**config.mk**
```make
export PLATFORM = sky130hd
export DESIGN_NAME = rpc_fragment_reassembler
export DESIGN_NICKNAME = d
export VERILOG_FILES = /design/src/rtl/core/rfr_pkg.sv /design/src/rtl/core/rfr_call_table.sv /design/src/rtl/core/rfr_engine.sv /design/src/rtl/core/rfr_result_fifo.sv /design/src/rtl/core/rpc_fragment_reassembler.sv
export SDC_FILE = /design/constraint.sdc
export NUM_CORES = 2
export LEC_CHECK = 0
export BUFFER_PORTS_ARGS = -buffer_cell sky130_fd_sc_hd__buf_4
export CORE_MARGIN = 5
export CORE_UTILIZATION = 40
export CTS_CLUSTER_SIZE = 12
export DETAILED_ROUTE_END_ITERATION = 16
export HOLD_SLACK_MARGIN = 0.12
export RECOVER_POWER = 50
export SYNTH_ARGS = -nofsm -noshare
export SYNTH_HDL_FRONTEND = slang
export SYNTH_HIERARCHICAL = 1
export SYNTH_SLANG_ARGS = --single-unit
```
**constraint.sdc**
```tcl
create_clock -name aclk -period 11.8 [get_ports aclk]
set_clock_uncertainty 0.05 [all_clocks]
set_input_delay 1.77 -clock aclk [delete_from_list [all_inputs] [get_ports aclk]]
set_output_delay 1.77 -clock aclk [all_outputs]
set_load 0.005 [all_outputs]
```
**src/rtl/core/rfr_pkg.sv**
```systemverilog
// Types, codes and helper functions shared by the RPC fragment reassembler.
// No dependencies; every other file in rtl/core refers to this package by scoped names.
`default_nettype none

package rfr_pkg;

    // Command codes of an input item.
    localparam logic [1:0] CMD_FRAG  = 2'd0;
    localparam logic [1:0] CMD_OPEN  = 2'd1;
    localparam logic [1:0] CMD_CLOSE = 2'd2;

    // Fragment kinds, bits 1:0 of the type byte.
    localparam logic [1:0] KIND_CONT    = 2'd0;
    localparam logic [1:0] KIND_REQUEST = 2'd1;
    localparam logic [1:0] KIND_REPLY   = 2'd2;
    localparam logic [1:0] KIND_NOTIF   = 2'd3;

    // Configuration register indexes.
    localparam logic CFG_API_WORD  = 1'b0;
    localparam logic CFG_MAX_FRAGS = 1'b1;

    localparam logic [7:0] API_WORD_RST  = 8'd33;
    localparam logic [5:0] MAX_FRAGS_RST = 6'd62;

    // Header sizes and payload counter limit.
    localparam logic [7:0]  HDR_BYTES       = 8'd8;
    localparam logic [7:0]  REPLY_HDR_BYTES = 8'd12;
    localparam logic [13:0] SIZE_MAX        = 14'h3FFF;

    // Event codes.
    localparam logic [3:0] EV_IGNORED       = 4'd0;
    localparam logic [3:0] EV_SHORT         = 4'd1;
    localparam logic [3:0] EV_BAD_API       = 4'd2;
    localparam logic [3:0] EV_BAD_TYPE      = 4'd3;
    localparam logic [3:0] EV_REPLY_ABORT   = 4'd4;
    localparam logic [3:0] EV_NOTIF_ABORT   = 4'd5;
    localparam logic [3:0] EV_ACCEPTED      = 4'd6;
    localparam logic [3:0] EV_REPLY_DONE    = 4'd7;
    localparam logic [3:0] EV_NOTIF_DONE    = 4'd8;
    localparam logic [3:0] EV_REPLY_SETUP   = 4'd9;
    localparam logic [3:0] EV_NOTIF_SETUP   = 4'd10;
    localparam logic [3:0] EV_OPENED        = 4'd11;
    localparam logic [3:0] EV_TABLE_FULL    = 4'd12;
    localparam logic [3:0] EV_CLOSED        = 4'd13;

    // Error classes.
    localparam logic [2:0] CLS_OK      = 3'd0;
    localparam logic [2:0] CLS_UNSUP   = 3'd1;
    localparam logic [2:0] CLS_NOMEM   = 3'd2;
    localparam logic [2:0] CLS_NODEV   = 3'd3;
    localparam logic [2:0] CLS_DENIED  = 3'd4;
    localparam logic [2:0] CLS_BUSY    = 3'd5;
    localparam logic [2:0] CLS_INVALID = 3'd6;
    localparam logic [2:0] CLS_BADMSG  = 3'd7;

    typedef struct packed {
        logic [1:0]  cmd;
        logic [7:0]  frag_len;
        logic [7:0]  hdr_api;
        logic [7:0]  hdr_type;
        logic [15:0] seq;
        logic [31:0] msg_id;
        logic [31:0] remote_err;
    } item_t;

    typedef struct packed {
        logic [3:0]  event_res;
        logic [15:0] out_seq;
        logic [31:0] out_msg_id;
        logic [13:0] total_size;
        logic [2:0]  err_class;
    } result_t;

    typedef struct packed {
        result_t res;
        logic    last;
    } fifo_entry_t;

    // Lookup answer of the open-call table for the current sequence id.
    typedef struct packed {
        logic        hit;
        logic [31:0] hit_id;
        logic        has_free;
    } tbl_lookup_t;

    // Update request to the open-call table.
    typedef struct packed {
        logic do_open;
        logic do_close;
    } tbl_op_t;

    function automatic logic [2:0] remap_error(input logic [31:0] e);
        logic [2:0] c;
        if (e == 32'd0) begin
            c = CLS_OK;
        end else if (e == 32'hFFFF_FFFF) begin
            c = CLS_UNSUP;
        end else if (e == 32'd1) begin
            c = CLS_NOMEM;
        end else if (e == 32'd2) begin
            c = CLS_NODEV;
        end else if (e == 32'd3) begin
            c = CLS_DENIED;
        end else if (e == 32'd5) begin
            c = CLS_BUSY;
        end else if (e == 32'd4 || (e >= 32'd6 && e <= 32'h11)) begin
            c = CLS_INVALID;
        end else begin
            c = CLS_BADMSG;
        end
        return c;
    endfunction

endpackage

`default_nettype wire

```
**src/rtl/core/rfr_call_table.sv**
```systemverilog
// Table of open calls: valid bit, sequence id and message id per entry, searched by sequence id.
// Depends on rfr_pkg for the lookup and update structs.
`default_nettype none

module rfr_call_table #(
    parameter int DEPTH = 16
) (
    input  wire logic                 aclk,
    input  wire logic                 aresetn,
    input  wire logic [15:0]          seq,
    input  wire logic [31:0]          msg_id,
    input  wire rfr_pkg::tbl_op_t     op,
    output rfr_pkg::tbl_lookup_t      lookup
);

    localparam int IdxW = (DEPTH > 1) ? $clog2(DEPTH) : 1;

    logic [DEPTH-1:0] vld_reg;
    logic [15:0]      seq_reg [DEPTH];
    logic [31:0]      id_reg  [DEPTH];

    logic            hit;
    logic            has_free;
    logic [IdxW-1:0] hit_idx;
    logic [IdxW-1:0] free_idx;
    logic [IdxW-1:0] wr_idx;

    // Lowest matching entry and lowest free entry.
    always_comb begin
        hit      = 1'b0;
        has_free = 1'b0;
        hit_idx  = '0;
        free_idx = '0;
        for (int i = DEPTH - 1; i >= 0; i--) begin
            if (vld_reg[i] && (seq_reg[i] == seq)) begin
                hit     = 1'b1;
                hit_idx = IdxW'(i);
            end
            if (!vld_reg[i]) begin
                has_free = 1'b1;
                free_idx = IdxW'(i);
            end
        end
    end

    assign wr_idx          = hit ? hit_idx : free_idx;
    assign lookup.hit      = hit;
    assign lookup.hit_id   = id_reg[hit_idx];
    assign lookup.has_free = has_free;

    always_ff @(posedge aclk) begin
        if (!aresetn) begin
            vld_reg <= '0;
        end else begin
            if (op.do_open && (hit || has_free)) begin
                vld_reg[wr_idx] <= 1'b1;
            end
            if (op.do_close && hit) begin
                vld_reg[hit_idx] <= 1'b0;
            end
        end
    end

    always_ff @(posedge aclk) begin
        if (op.do_open && (hit || has_free)) begin
            seq_reg[wr_idx] <= seq;
            id_reg[wr_idx]  <= msg_id;
        end
    end

endmodule

`default_nettype wire

```
**src/rtl/core/rfr_engine.sv**
```systemverilog
// Per-item decision logic and the state of the one message being gathered.
// Depends on rfr_pkg; takes its table answers from rfr_call_table.
`default_nettype none

module rfr_engine #(
    parameter int MAX_MSG_BYTES = 240
) (
    input  wire logic                  aclk,
    input  wire logic                  aresetn,
    input  wire logic                  fire,
    input  wire rfr_pkg::item_t        item,
    input  wire logic [7:0]            api_word,
    input  wire logic [5:0]            max_frags,
    input  wire rfr_pkg::tbl_lookup_t  lookup,
    output rfr_pkg::tbl_op_t           tbl_op,
    output rfr_pkg::result_t           res0,
    output rfr_pkg::result_t           res1,
    output logic                       two
);

    localparam int CmpW = $clog2(MAX_MSG_BYTES + 1) + 8;

    logic        act_vld_reg,   act_vld_next;
    logic        act_reply_reg, act_reply_next;
    logic [31:0] act_id_reg,    act_id_next;
    logic [15:0] act_seq_reg,   act_seq_next;
    logic [5:0]  exp_reg,       exp_next;
    logic [5:0]  rcv_reg,       rcv_next;
    logic [13:0] bytes_reg,     bytes_next;
    logic [2:0]  cls_reg,       cls_next;

    logic             len_big;
    logic [7:0]       len;
    logic [1:0]       kind;
    logic [5:0]       frags;
    logic [7:0]       pay_hdr;
    logic [7:0]       pay_rep;
    logic [14:0]      sum;
    logic [13:0]      sum_sat;
    logic [5:0]       rcv_inc;
    logic [2:0]       rep_cls;
    logic             have_ab;
    rfr_pkg::result_t ab;
    rfr_pkg::result_t echo;
    rfr_pkg::result_t m;

    assign len_big = {{(CmpW - 8){1'b0}}, item.frag_len} > CmpW'(MAX_MSG_BYTES);
    assign len     = len_big ? 8'(MAX_MSG_BYTES) : item.frag_len;
    assign kind    = item.hdr_type[1:0];
    assign frags   = item.hdr_type[7:2];
    assign pay_hdr = len - rfr_pkg::HDR_BYTES;
    assign pay_rep = len - rfr_pkg::REPLY_HDR_BYTES;
    assign sum     = {1'b0, bytes_reg} + {7'd0, pay_hdr};
    assign sum_sat = (sum > {1'b0, rfr_pkg::SIZE_MAX}) ? rfr_pkg::SIZE_MAX : sum[13:0];
    assign rcv_inc = rcv_reg + 6'd1;
    assign rep_cls = rfr_pkg::remap_error(item.remote_err);

    assign ab   = '{event_res: act_reply_reg ? rfr_pkg::EV_REPLY_ABORT : rfr_pkg::EV_NOTIF_ABORT,
                    out_seq: act_seq_reg, out_msg_id: act_id_reg,
                    total_size: bytes_reg, err_class: rfr_pkg::CLS_OK};
    assign echo = '{event_res: rfr_pkg::EV_IGNORED, out_seq: item.seq,
                    out_msg_id: item.msg_id, total_size: 14'd0,
                    err_class: rfr_pkg::CLS_OK};

    always_comb begin
        act_vld_next   = act_vld_reg;
        act_reply_next = act_reply_reg;
        act_id_next    = act_id_reg;
        act_seq_next   = act_seq_reg;
        exp_next       = exp_reg;
        rcv_next       = rcv_reg;
        bytes_next     = bytes_reg;
        cls_next       = cls_reg;
        have_ab        = 1'b0;
        m              = echo;
        tbl_op         = '0;

        case (item.cmd)
            rfr_pkg::CMD_OPEN: begin
                tbl_op.do_open = 1'b1;
                m.event_res = (lookup.hit || lookup.has_free) ? rfr_pkg::EV_OPENED
                                                              : rfr_pkg::EV_TABLE_FULL;
            end
            rfr_pkg::CMD_CLOSE: begin
                if (lookup.hit) begin
                    tbl_op.do_close = 1'b1;
                    m.event_res  = rfr_pkg::EV_CLOSED;
                    m.out_msg_id = lookup.hit_id;
                end
            end
            rfr_pkg::CMD_FRAG: begin
                if (len < rfr_pkg::HDR_BYTES) begin
                    m.event_res = rfr_pkg::EV_SHORT;
                end else if (item.hdr_api != api_word) begin
                    m.event_res = rfr_pkg::EV_BAD_API;
                end else if (kind == rfr_pkg::KIND_REQUEST) begin
                    m.event_res = rfr_pkg::EV_BAD_TYPE;
                end else if (kind == rfr_pkg::KIND_NOTIF) begin
                    have_ab = act_vld_reg;
                    if (frags > max_frags) begin
                        act_vld_next = 1'b0;
                        m = '{event_res: rfr_pkg::EV_NOTIF_SETUP, out_seq: 16'd0,
                              out_msg_id: item.msg_id, total_size: 14'd0,
                              err_class: rfr_pkg::CLS_INVALID};
                    end else begin
                        act_vld_next   = (frags != 6'd0);
                        act_reply_next = 1'b0;
                        act_id_next    = item.msg_id;
                        act_seq_next   = 16'd0;
                        exp_next       = frags;
                        rcv_next       = 6'd0;
                        bytes_next     = {6'd0, pay_hdr};
                        cls_next       = rfr_pkg::CLS_OK;
                        m = '{event_res: (frags == 6'd0) ? rfr_pkg::EV_NOTIF_DONE
                                                         : rfr_pkg::EV_ACCEPTED,
                              out_seq: 16'd0, out_msg_id: item.msg_id,
                              total_size: {6'd0, pay_hdr}, err_class: rfr_pkg::CLS_OK};
                    end
                end else if (kind == rfr_pkg::KIND_REPLY) begin
                    if (lookup.hit && (lookup.hit_id == item.msg_id)) begin
                        have_ab = act_vld_reg;
                        if ((len < rfr_pkg::REPLY_HDR_BYTES) || (frags > max_frags)) begin
                            act_vld_next = 1'b0;
                            m.event_res = rfr_pkg::EV_REPLY_SETUP;
                            m.err_class = rfr_pkg::CLS_NOMEM;
                        end else begin
                            act_vld_next   = (frags != 6'd0);
                            act_reply_next = 1'b1;
                            act_id_next    = item.msg_id;
                            act_seq_next   = item.seq;
                            exp_next       = frags;
                            rcv_next       = 6'd0;
                            bytes_next     = {6'd0, pay_rep};
                            cls_next       = rep_cls;
                            m.event_res  = (frags == 6'd0) ? rfr_pkg::EV_REPLY_DONE
                                                           : rfr_pkg::EV_ACCEPTED;
                            m.total_size = {6'd0, pay_rep};
                            m.err_class  = rep_cls;
                        end
                    end
                end else begin
                    // Continuation of the active message.
                    if (act_vld_reg) begin
                        if ((item.msg_id != act_id_reg) || (frags != exp_reg)) begin
                            act_vld_next = 1'b0;
                            m = ab;
                        end else begin
                            bytes_next = sum_sat;
                            rcv_next   = rcv_inc;
                            m.out_seq    = act_seq_reg;
                            m.out_msg_id = act_id_reg;
                            m.total_size = sum_sat;
                            m.err_class  = act_reply_reg ? cls_reg : rfr_pkg::CLS_OK;
                            if (rcv_inc == exp_reg) begin
                                act_vld_next = 1'b0;
                                m.event_res  = act_reply_reg ? rfr_pkg::EV_REPLY_DONE
                                                             : rfr_pkg::EV_NOTIF_DONE;
                            end else begin
                                m.event_res  = rfr_pkg::EV_ACCEPTED;
                            end
                        end
                    end
                end
            end
            default: begin
                m = echo;
            end
        endcase

        if (!fire) begin
            tbl_op = '0;
        end
    end

    assign res0 = have_ab ? ab : m;
    assign res1 = m;
    assign two  = have_ab;

    always_ff @(posedge aclk) begin
        if (!aresetn) begin
            act_vld_reg   <= 1'b0;
            act_reply_reg <= 1'b0;
            act_id_reg    <= '0;
            act_seq_reg   <= '0;
            exp_reg       <= '0;
            rcv_reg       <= '0;
            bytes_reg     <= '0;
            cls_reg       <= '0;
        end else if (fire) begin
            act_vld_reg   <= act_vld_next;
            act_reply_reg <= act_reply_next;
            act_id_reg    <= act_id_next;
            act_seq_reg   <= act_seq_next;
            exp_reg       <= exp_next;
            rcv_reg       <= rcv_next;
            bytes_reg     <= bytes_next;
            cls_reg       <= cls_next;
        end
    end

endmodule

`default_nettype wire

```
**src/rtl/core/rfr_result_fifo.sv**
```systemverilog
// Four-entry result queue that takes up to two results per cycle and gives one per cycle.
// Depends on rfr_pkg for the queue entry type.
`default_nettype none

module rfr_result_fifo (
    input  wire logic                  aclk,
    input  wire logic                  aresetn,
    input  wire logic                  push0,
    input  wire logic                  push1,
    input  wire rfr_pkg::fifo_entry_t  d0,
    input  wire rfr_pkg::fifo_entry_t  d1,
    input  wire logic                  pop,
    output rfr_pkg::fifo_entry_t       head,
    output logic                       not_empty,
    output logic                       room2
);

    rfr_pkg::fifo_entry_t mem_reg [4];
    logic [1:0] wr_reg, wr_next;
    logic [1:0] rd_reg, rd_next;
    logic [2:0] cnt_reg, cnt_next;

    assign head      = mem_reg[rd_reg];
    assign not_empty = (cnt_reg != 3'd0);
    assign room2     = (cnt_reg <= 3'd2);

    always_comb begin
        wr_next  = wr_reg + {1'b0, push0} + {1'b0, push1};
        rd_next  = rd_reg + {1'b0, pop};
        cnt_next = cnt_reg + {2'd0, push0} + {2'd0, push1} - {2'd0, pop};
    end

    always_ff @(posedge aclk) begin
        if (!aresetn) begin
            wr_reg  <= '0;
            rd_reg  <= '0;
            cnt_reg <= '0;
        end else begin
            wr_reg  <= wr_next;
            rd_reg  <= rd_next;
            cnt_reg <= cnt_next;
        end
    end

    always_ff @(posedge aclk) begin
        if (push0) begin
            mem_reg[wr_reg] <= d0;
        end
        if (push1) begin
            mem_reg[wr_reg + 2'd1] <= d1;
        end
    end

endmodule

`default_nettype wire

```
**src/rtl/core/rpc_fragment_reassembler.sv**
```systemverilog
// Top level of the RPC fragment reassembler: input register, engine, call table, result queue.
// Depends on rfr_pkg, rfr_call_table, rfr_engine and rfr_result_fifo.
`default_nettype none

// Receive side of a fragmented RPC link. Every item on the s_ channel is either a received
// fragment header, an open-call command or a close-call command, and produces one or two
// result items on the m_ channel, the final one of which carries m_last. An accepted item is
// held in an input register; once the queue has room for both of its possible results, the
// engine checks the header, looks the sequence id up in the open-call table (all entries
// compared at once), updates the state of the one message being gathered and pushes its
// results into a four-entry result queue, whose head is offered on m_. An item may be
// accepted in every cycle as long as the queue has room for two results; since the m_
// channel delivers one result per cycle while m_ready is high, an item that also aborts
// the active message leaves two results to drain where an item with a single result leaves one.
// Configuration writes are taken through cfg_wr_en/cfg_index/cfg_wdata and should only
// happen while the block is idle.
module rpc_fragment_reassembler #(
    parameter int PENDING_DEPTH = 16,
    parameter int MAX_MSG_BYTES = 240
) (
    input  wire logic        aclk,
    input  wire logic        aresetn,

    input  wire logic        cfg_wr_en,
    input  wire logic        cfg_index,
    input  wire logic [7:0]  cfg_wdata,

    input  wire logic        s_valid,
    output logic             s_ready,
    input  wire logic [1:0]  s_cmd,
    input  wire logic [7:0]  s_frag_len,
    input  wire logic [7:0]  s_hdr_api,
    input  wire logic [7:0]  s_hdr_type,
    input  wire logic [15:0] s_seq,
    input  wire logic [31:0] s_msg_id,
    input  wire logic [31:0] s_remote_err,

    output logic             m_valid,
    input  wire logic        m_ready,
    output logic [3:0]       m_event_res,
    output logic [15:0]      m_out_seq,
    output logic [31:0]      m_out_msg_id,
    output logic [13:0]      m_total_size,
    output logic [2:0]       m_err_class,
    output logic             m_last
);

    logic [7:0] api_word_reg;
    logic [5:0] max_frags_reg;

    rfr_pkg::item_t       item_reg;
    logic                 in_vld_reg;
    logic                 fire;
    logic                 room2;
    logic                 not_empty;
    logic                 two;
    rfr_pkg::tbl_lookup_t lookup;
    rfr_pkg::tbl_op_t     tbl_op;
    rfr_pkg::result_t     res0;
    rfr_pkg::result_t     res1;
    rfr_pkg::fifo_entry_t d0;
    rfr_pkg::fifo_entry_t d1;
    rfr_pkg::fifo_entry_t head;

    // Configuration registers.
    always_ff @(posedge aclk) begin
        if (!aresetn) begin
            api_word_reg  <= rfr_pkg::API_WORD_RST;
            max_frags_reg <= rfr_pkg::MAX_FRAGS_RST;
        end else if (cfg_wr_en) begin
            case (cfg_index)
                rfr_pkg::CFG_API_WORD:  api_word_reg  <= cfg_wdata;
                rfr_pkg::CFG_MAX_FRAGS: max_frags_reg <= cfg_wdata[5:0];
                default: begin
                end
            endcase
        end
    end

    // The held item is processed once the queue can take both of its possible results.
    assign fire    = in_vld_reg && room2;
    assign s_ready = !in_vld_reg || fire;

    always_ff @(posedge aclk) begin
        if (!aresetn) begin
            in_vld_reg <= 1'b0;
        end else if (s_ready) begin
            in_vld_reg <= s_valid;
        end
    end

    always_ff @(posedge aclk) begin
        if (s_valid && s_ready) begin
            item_reg <= '{cmd: s_cmd, frag_len: s_frag_len, hdr_api: s_hdr_api,
                          hdr_type: s_hdr_type, seq: s_seq, msg_id: s_msg_id,
                          remote_err: s_remote_err};
        end
    end

    rfr_call_table #(
        .DEPTH (PENDING_DEPTH)
    ) u_table (
        .aclk    (aclk),
        .aresetn (aresetn),
        .seq     (item_reg.seq),
        .msg_id  (item_reg.msg_id),
        .op      (tbl_op),
        .lookup  (lookup)
    );

    rfr_engine #(
        .MAX_MSG_BYTES (MAX_MSG_BYTES)
    ) u_engine (
        .aclk      (aclk),
        .aresetn   (aresetn),
        .fire      (fire),
        .item      (item_reg),
        .api_word  (api_word_reg),
        .max_frags (max_frags_reg),
        .lookup    (lookup),
        .tbl_op    (tbl_op),
        .res0      (res0),
        .res1      (res1),
        .two       (two)
    );

    // When an abort precedes the main result, only the second result closes the item.
    assign d0 = '{res: res0, last: !two};
    assign d1 = '{res: res1, last: 1'b1};

    rfr_result_fifo u_fifo (
        .aclk      (aclk),
        .aresetn   (aresetn),
        .push0     (fire),
        .push1     (fire && two),
        .d0        (d0),
        .d1        (d1),
        .pop       (m_valid && m_ready),
        .head      (head),
        .not_empty (not_empty),
        .room2     (room2)
    );

    assign m_valid      = not_empty;
    assign m_event_res  = head.res.event_res;
    assign m_out_seq    = head.res.out_seq;
    assign m_out_msg_id = head.res.out_msg_id;
    assign m_total_size = head.res.total_size;
    assign m_err_class  = head.res.err_class;
    assign m_last       = head.last;

endmodule

`default_nettype wire
```
* Word-level counts from Yosys, hierarchy flattened
Memory sizes are Yosys's and may differ from the RTL's. A register that Yosys moved wholly into a read port is not among the register bits. Index checks and enable logic that the tools add are counted.
Operators by class: reductions and logical operators 46, order comparisons 12, equality and inequality tests 37, add/subtract/negate cells 11, mux-type cells 178, bitwise operators 7
Operator list (count):
- $mux 69 | 5
- $eq 16x16->1 | 16
- $mux 65 | 3
- $mux 32 | 6
- $mux 4 | 43
- $mux 16 | 9
- $mux 14 | 8
- $mux 6 | 12
- $mux 1 | 66
- $eq 32x2->1 const B | 2
- $eq 32x3->1 const B | 2
- $pmux 32 s2 | 1
- $mux 17 | 3
- $mux 48 | 1
- $mux 3 | 14
- $eq 32x1->1 const B | 1
- $eq 32x32->1 | 1
- $eq 32x32->1 const B | 1
- $ge 32x3->1 const B | 1
- $le 32x5->1 const B | 1
- $logic_not 32->1 | 1
- $ne 32x32->1 | 1
- $logic_and 1x1->1 | 26
- $and 16x16->16 | 1
- 41 further kinds | 66
Word-level totals: output and inout port bits 72, memories 3, register bits after elaboration 223, bits of input ports 120, RAM bits 1048, word-level logic and storage cells 316
Memory list:
- u_table.id_reg | depth 16, bits a word 32, read ports 1, clocked after memory_dff 0, wr ports 1, line rfr_call_table.sv:20 | logic [31:0] id_reg [DEPTH];
- u_fifo.mem_reg | depth 4, bits a word 70, read ports 1, clocked after memory_dff 1, wr ports 2, line rfr_result_fifo.sv:18 | rfr_pkg::fifo_entry_t mem_reg [4];
- u_table.seq_reg | depth 16, bits a word 16, read ports 16, clocked after memory_dff 0, wr ports 1, line rfr_call_table.sv:19 | logic [15:0] seq_reg [DEPTH];

* Logic depth before layout (Yosys ltp)
An unclocked memory read counts as a cell.
depth after elaboration 32, gate-level depth with buffers 33, gate-level depth less buffers 25

* Modules after synthesis
Netlist, hierarchy kept.
Modules (own cells, without submodules):
- rfr_call_table | times used 1, cells each 2162, area each 33576.0 um^2, seq. area each 23382.4 um^2
- rfr_result_fifo | times used 1, cells each 719, area each 13823.3 um^2, seq. area each 8548.2 um^2
- rfr_engine | times used 1, cells each 957, area each 7840.0 um^2, seq. area each 1581.5 um^2
- rpc_fragment_reassembler | times used 1, cells each 180, area each 3875.0 um^2, seq. area each 3483.3 um^2

* Worst setup path after synthesis
OpenSTA, ideal clock, no wires.
path type reg-to-reg, start register item_reg[71] in the netlist's numbering, end memory u_fifo/mem_reg[1][0] in the netlist's numbering, enable pin, arrival 8.493 ns, required time 11.251 ns, library setup time 0.499 ns, stages on the path, launching flop included 26, path buffers 6, period minus slack after synthesis 9.041 ns, slack 2.759 ns, cells stage by stage edfxtp_1 buf_2 buf_2 xnor2_1 nand2_1 nor4b_1 or4b_2 nor2b_1 o21ai_0 o31a_1 buf_4 buf_2 mux2_2 a211oi_2 o311ai_1 xor2_1 nor4_1 nand4_1 nor3_2 buf_4 o2111ai_1 inv_1 buf_2 and3_1 mux2i_1 nor2_1
RTL lines:
- from (decl) | line rpc_fragment_reassembler.sv:51 | rfr_pkg::item_t item_reg;
- from (signal assigned) | line rpc_fragment_reassembler.sv:94 | item_reg <= '{cmd: s_cmd, frag_len: s_frag_len, hdr_api: s_hdr_api,
- to (decl) | line rfr_result_fifo.sv:18

==> impl_metrics.toml <==
[floorplan]
fp.dieW_um = 394
coreArea_um2 = 147000
die_y_um = 394
dieArea_um2 = 156000
rows = 141
io_pins = 192
initial_utilization_pct = 40.1

[clock_network]
clkTransAtPathRegs_ns = 0.06
cts_inserted_buffers = 136
h-tree-depth = 4
cts_root_buf = "clkbuf_16"
cts_resized = 0
clock_latency_ns = 0.77
cts_setup_buffers = 0
cts_tree = "built"
clock_path_buffers = 3
postCtsHoldBufs = 0
cts_sinks = 1271

[grt]
antenna_found_initial = 5
grt_max_degree = 66
first_global_vias = 36300
grt_pass1_wl_mm = 247
grtUsageTotal_pct = 21.1
globalRouteOverflowTotal = 0

[sta]
finalMaxSlewViolations = 622
period_share_pct = 90.9
fin_tns_setup_ns = 0
worstMarginPinSlew_ns = 4.26
slew_headroom_pct = -184
fin_hold_ws_ns = 0.423
setup_violations = 0
rsz0062_at_grt = "false"
max_freq_ghz = 0.0933
min_period_ns = 10.72
hold_viol_final = 0

[final_layout]
nets = 4406
stdcell_area_um2 = 66700
final_common_cell = "edfxtp_1"
syn_to_final_growth_pct = 12.9
layoutNonFillerInstCount = 6290
diodes = 0
final_cell_mix = "1154 x edfxtp_1, 357 x mux2_2, 305 x mux2i_1"
largest_reg_flops = 512
drive_above_1_share_pct = 21.1

[synthesis]
ys_types = 105
synth_edf_count = 1154
yosys.area.top_type = "edfxtp_1"
synth-seq-cells = 1271
synth_top_family_by_area = "multiplexers"
synth_top_area_share_pct = 58.6
synth_xor_area_share_pct = 5.35
synth-seq-area-share_pct = 62.6
muxShareOfSynthArea_pct = 14.8
synthSimpleGateAreaFrac_pct = 7.13
synth_compound_area_share_pct = 6.98
synthAdderAreaFrac_pct = 0.601
synth.area.top_cells = "edfxtp_1 59%, mux2_2 6.8%, mux2i_1 5.2%"
synthFlopType = "edfxtp_1"
avgSynthCellArea_um2 = 14.7
syn_area_um2 = 59100
syn_inst = 4018
ys_warn_count = 6
async_reset_ff_share_pct = 0

[routing]
wl_per_cell_um = 26.8
drt_wl_total_mm = 168
drc = 0
drtIter0Drc = 3039
vias_per_cell = 5.76
ant_nets = 0
vias = 36200
drt_pass1_iterations = 6

[power_and_ir_drop]
max-vdd-ir-drop_v = 0.000138
power_density_nw_per_um2 = 161
power_leakage_nw = 22.2

[critical_path]
critPathBufInv = 6
path_max_fanout = 35
slowest_delay_ns = 1.17
crit_top_cell = "buf_4"
end_kind = "register"
rrSetupSlack_ns = 1.08
required_ns = 12.26
crit_chain = "clkbuf_1 > xor2_1 > nor4_1 > nand2_1 > or4_1 > a311oi_1 > o311ai_0 > a31oi_1 > nor2_4 > buf_4 > buf_4 > mux2i_1 > o311ai_1 > xor2_1 > nor4_1 > nand4_1 > nor3_2 > buf_4 > o2111ai_4 > inv_1 > and3_1 > nor3b_4 > buf_12 > mux2_2"
crit_path_start_kind = "register"
path_class = "reg -> reg"
cp.arrival_ns = 11.18
critPathTopFamily = "simple AND/OR/NAND/NOR gates"
worst_path_max_delay_cell = "clkbuf_1"

[placement]
place_area_um2 = 63100
place.gp.congestion = 0.886
dp_hpwl_mm = 106
placed_cells = 6052
numPortBuffers = 191

[worst_hold_path]
hp-class = "reg -> reg"

[outcome]
violations = "capacitance limit, slew limit"
outcome = "finished, violations left"

[flow_run]
max_cap_violations = 22
==> cell usage after synthesis, types with 10 or more instances <==
cell type  number
a211oi_2       20
o21ai_0       105
nand2_1       222
nand2b_1       21
o21ai_1        33
a31oi_1        20
o311ai_0       11
a21o_1         13
xor2_1        230
o311ai_1       22
and3_1         10
nand4_1        53
dfxtp_1       117
a21oi_1        36
nor2_1        101
inv_1          50
o22ai_1        65
nand3_1        58
mux2i_1       305
a211oi_1       19
nor4_1         87
nor2b_1        53
xnor2_1       131
buf_4          20
buf_2          79
edfxtp_1     1154
nor3_1         27
ha_1           22
mux2_2        357
a22oi_1        32
clkbuf_1       89
and2_1         27
o211ai_1       15
a22o_1         67
mux4_2         70
buf_6          38
o221a_2        14
nand4b_1       10
or4_1          25
==> cell type report <==
type	instances	area [um^2]
Tap cell	1930	2410
Multi-Input combinational cell	2469	20800
Timing Repair Buffer	331	2180
Clock inverter	43	365
Sequential cell	1271	37000
Fill cell	13000	80600
Inverter	51	191
Clock buffer	195	3810
==> worst reg2reg max path: cells and delay by family, from the launching register on <==
| family | cells | cell delay, ns |
|---|---|---|
| muxes | 2 | 0.57 |
| AOI/OAI and AO/OA | 5 | 2.06 |
| DFF | 1 | 0.85 |
| and+or+nand+nor | 9 | 3.61 |
| xor gates and xnor gates | 2 | 0.43 |
| buffers and inverters | 6 | 2.90 |
==> metrics by stage <==
stage	total power, mW	setup WS (ns)	util [%]
2_1_floorplan	6.14	2.76	-
3_3_place_gp	6.81	2.02	42.8
3_5_place_dp	6.82	1.96	42.8
4_1_cts	10.9	1.93	45.7
5_1_grt	11.1	0.816	45.3
6_report	10.7	1.08	45.3
==> power breakdown <==
group | switching (mW) | internal (mW)
sequential | 0.113 | 5.14
combinational | 0.836 | 0.564
clock | 1.74 | 2.35
total | 2.69 | 8.05
==> kinds of logic (layout without fill, tap and decap cells) <==
group | after synthesis | count (layout)
DFF | 1271 | 1271
and+or+nand+nor | 776 | 776
muxes | 740 | 740
AOI/OAI and AO/OA | 562 | 562
xor gates and xnor gates | 361 | 361
buffers and inverters | 281 | 620
adders and majority gates | 26 | 26
other | 1 | 4
==> final timing paths <==
path | from | endpoint | cells after the start
min reg2reg | api_word_reg[2] | api_word_reg[2] | 2
max | item_reg[68] | u_fifo/mem_reg[1][31] | 24
max reg2reg | item_reg[68] | u_fifo/mem_reg[1][31] | 24
min | api_word_reg[2] | api_word_reg[2] | 2
==> layer usage <==
| layer | track usage [%] | vias to the layer above | share of wire (%) |
|---|---|---|---|
| met3 | 3.31 | 270 | 5.9 |
| met4 | 6.42 | 0 | 3.0 |
| met2 | 35.4 | 1301 | 48 |
| met5 | 0 | - | 0 |
| met1 | 28.5 | 18500 | 43 |
| li1 | - | 16100 | - |
(Power assumes the default switching activity.)
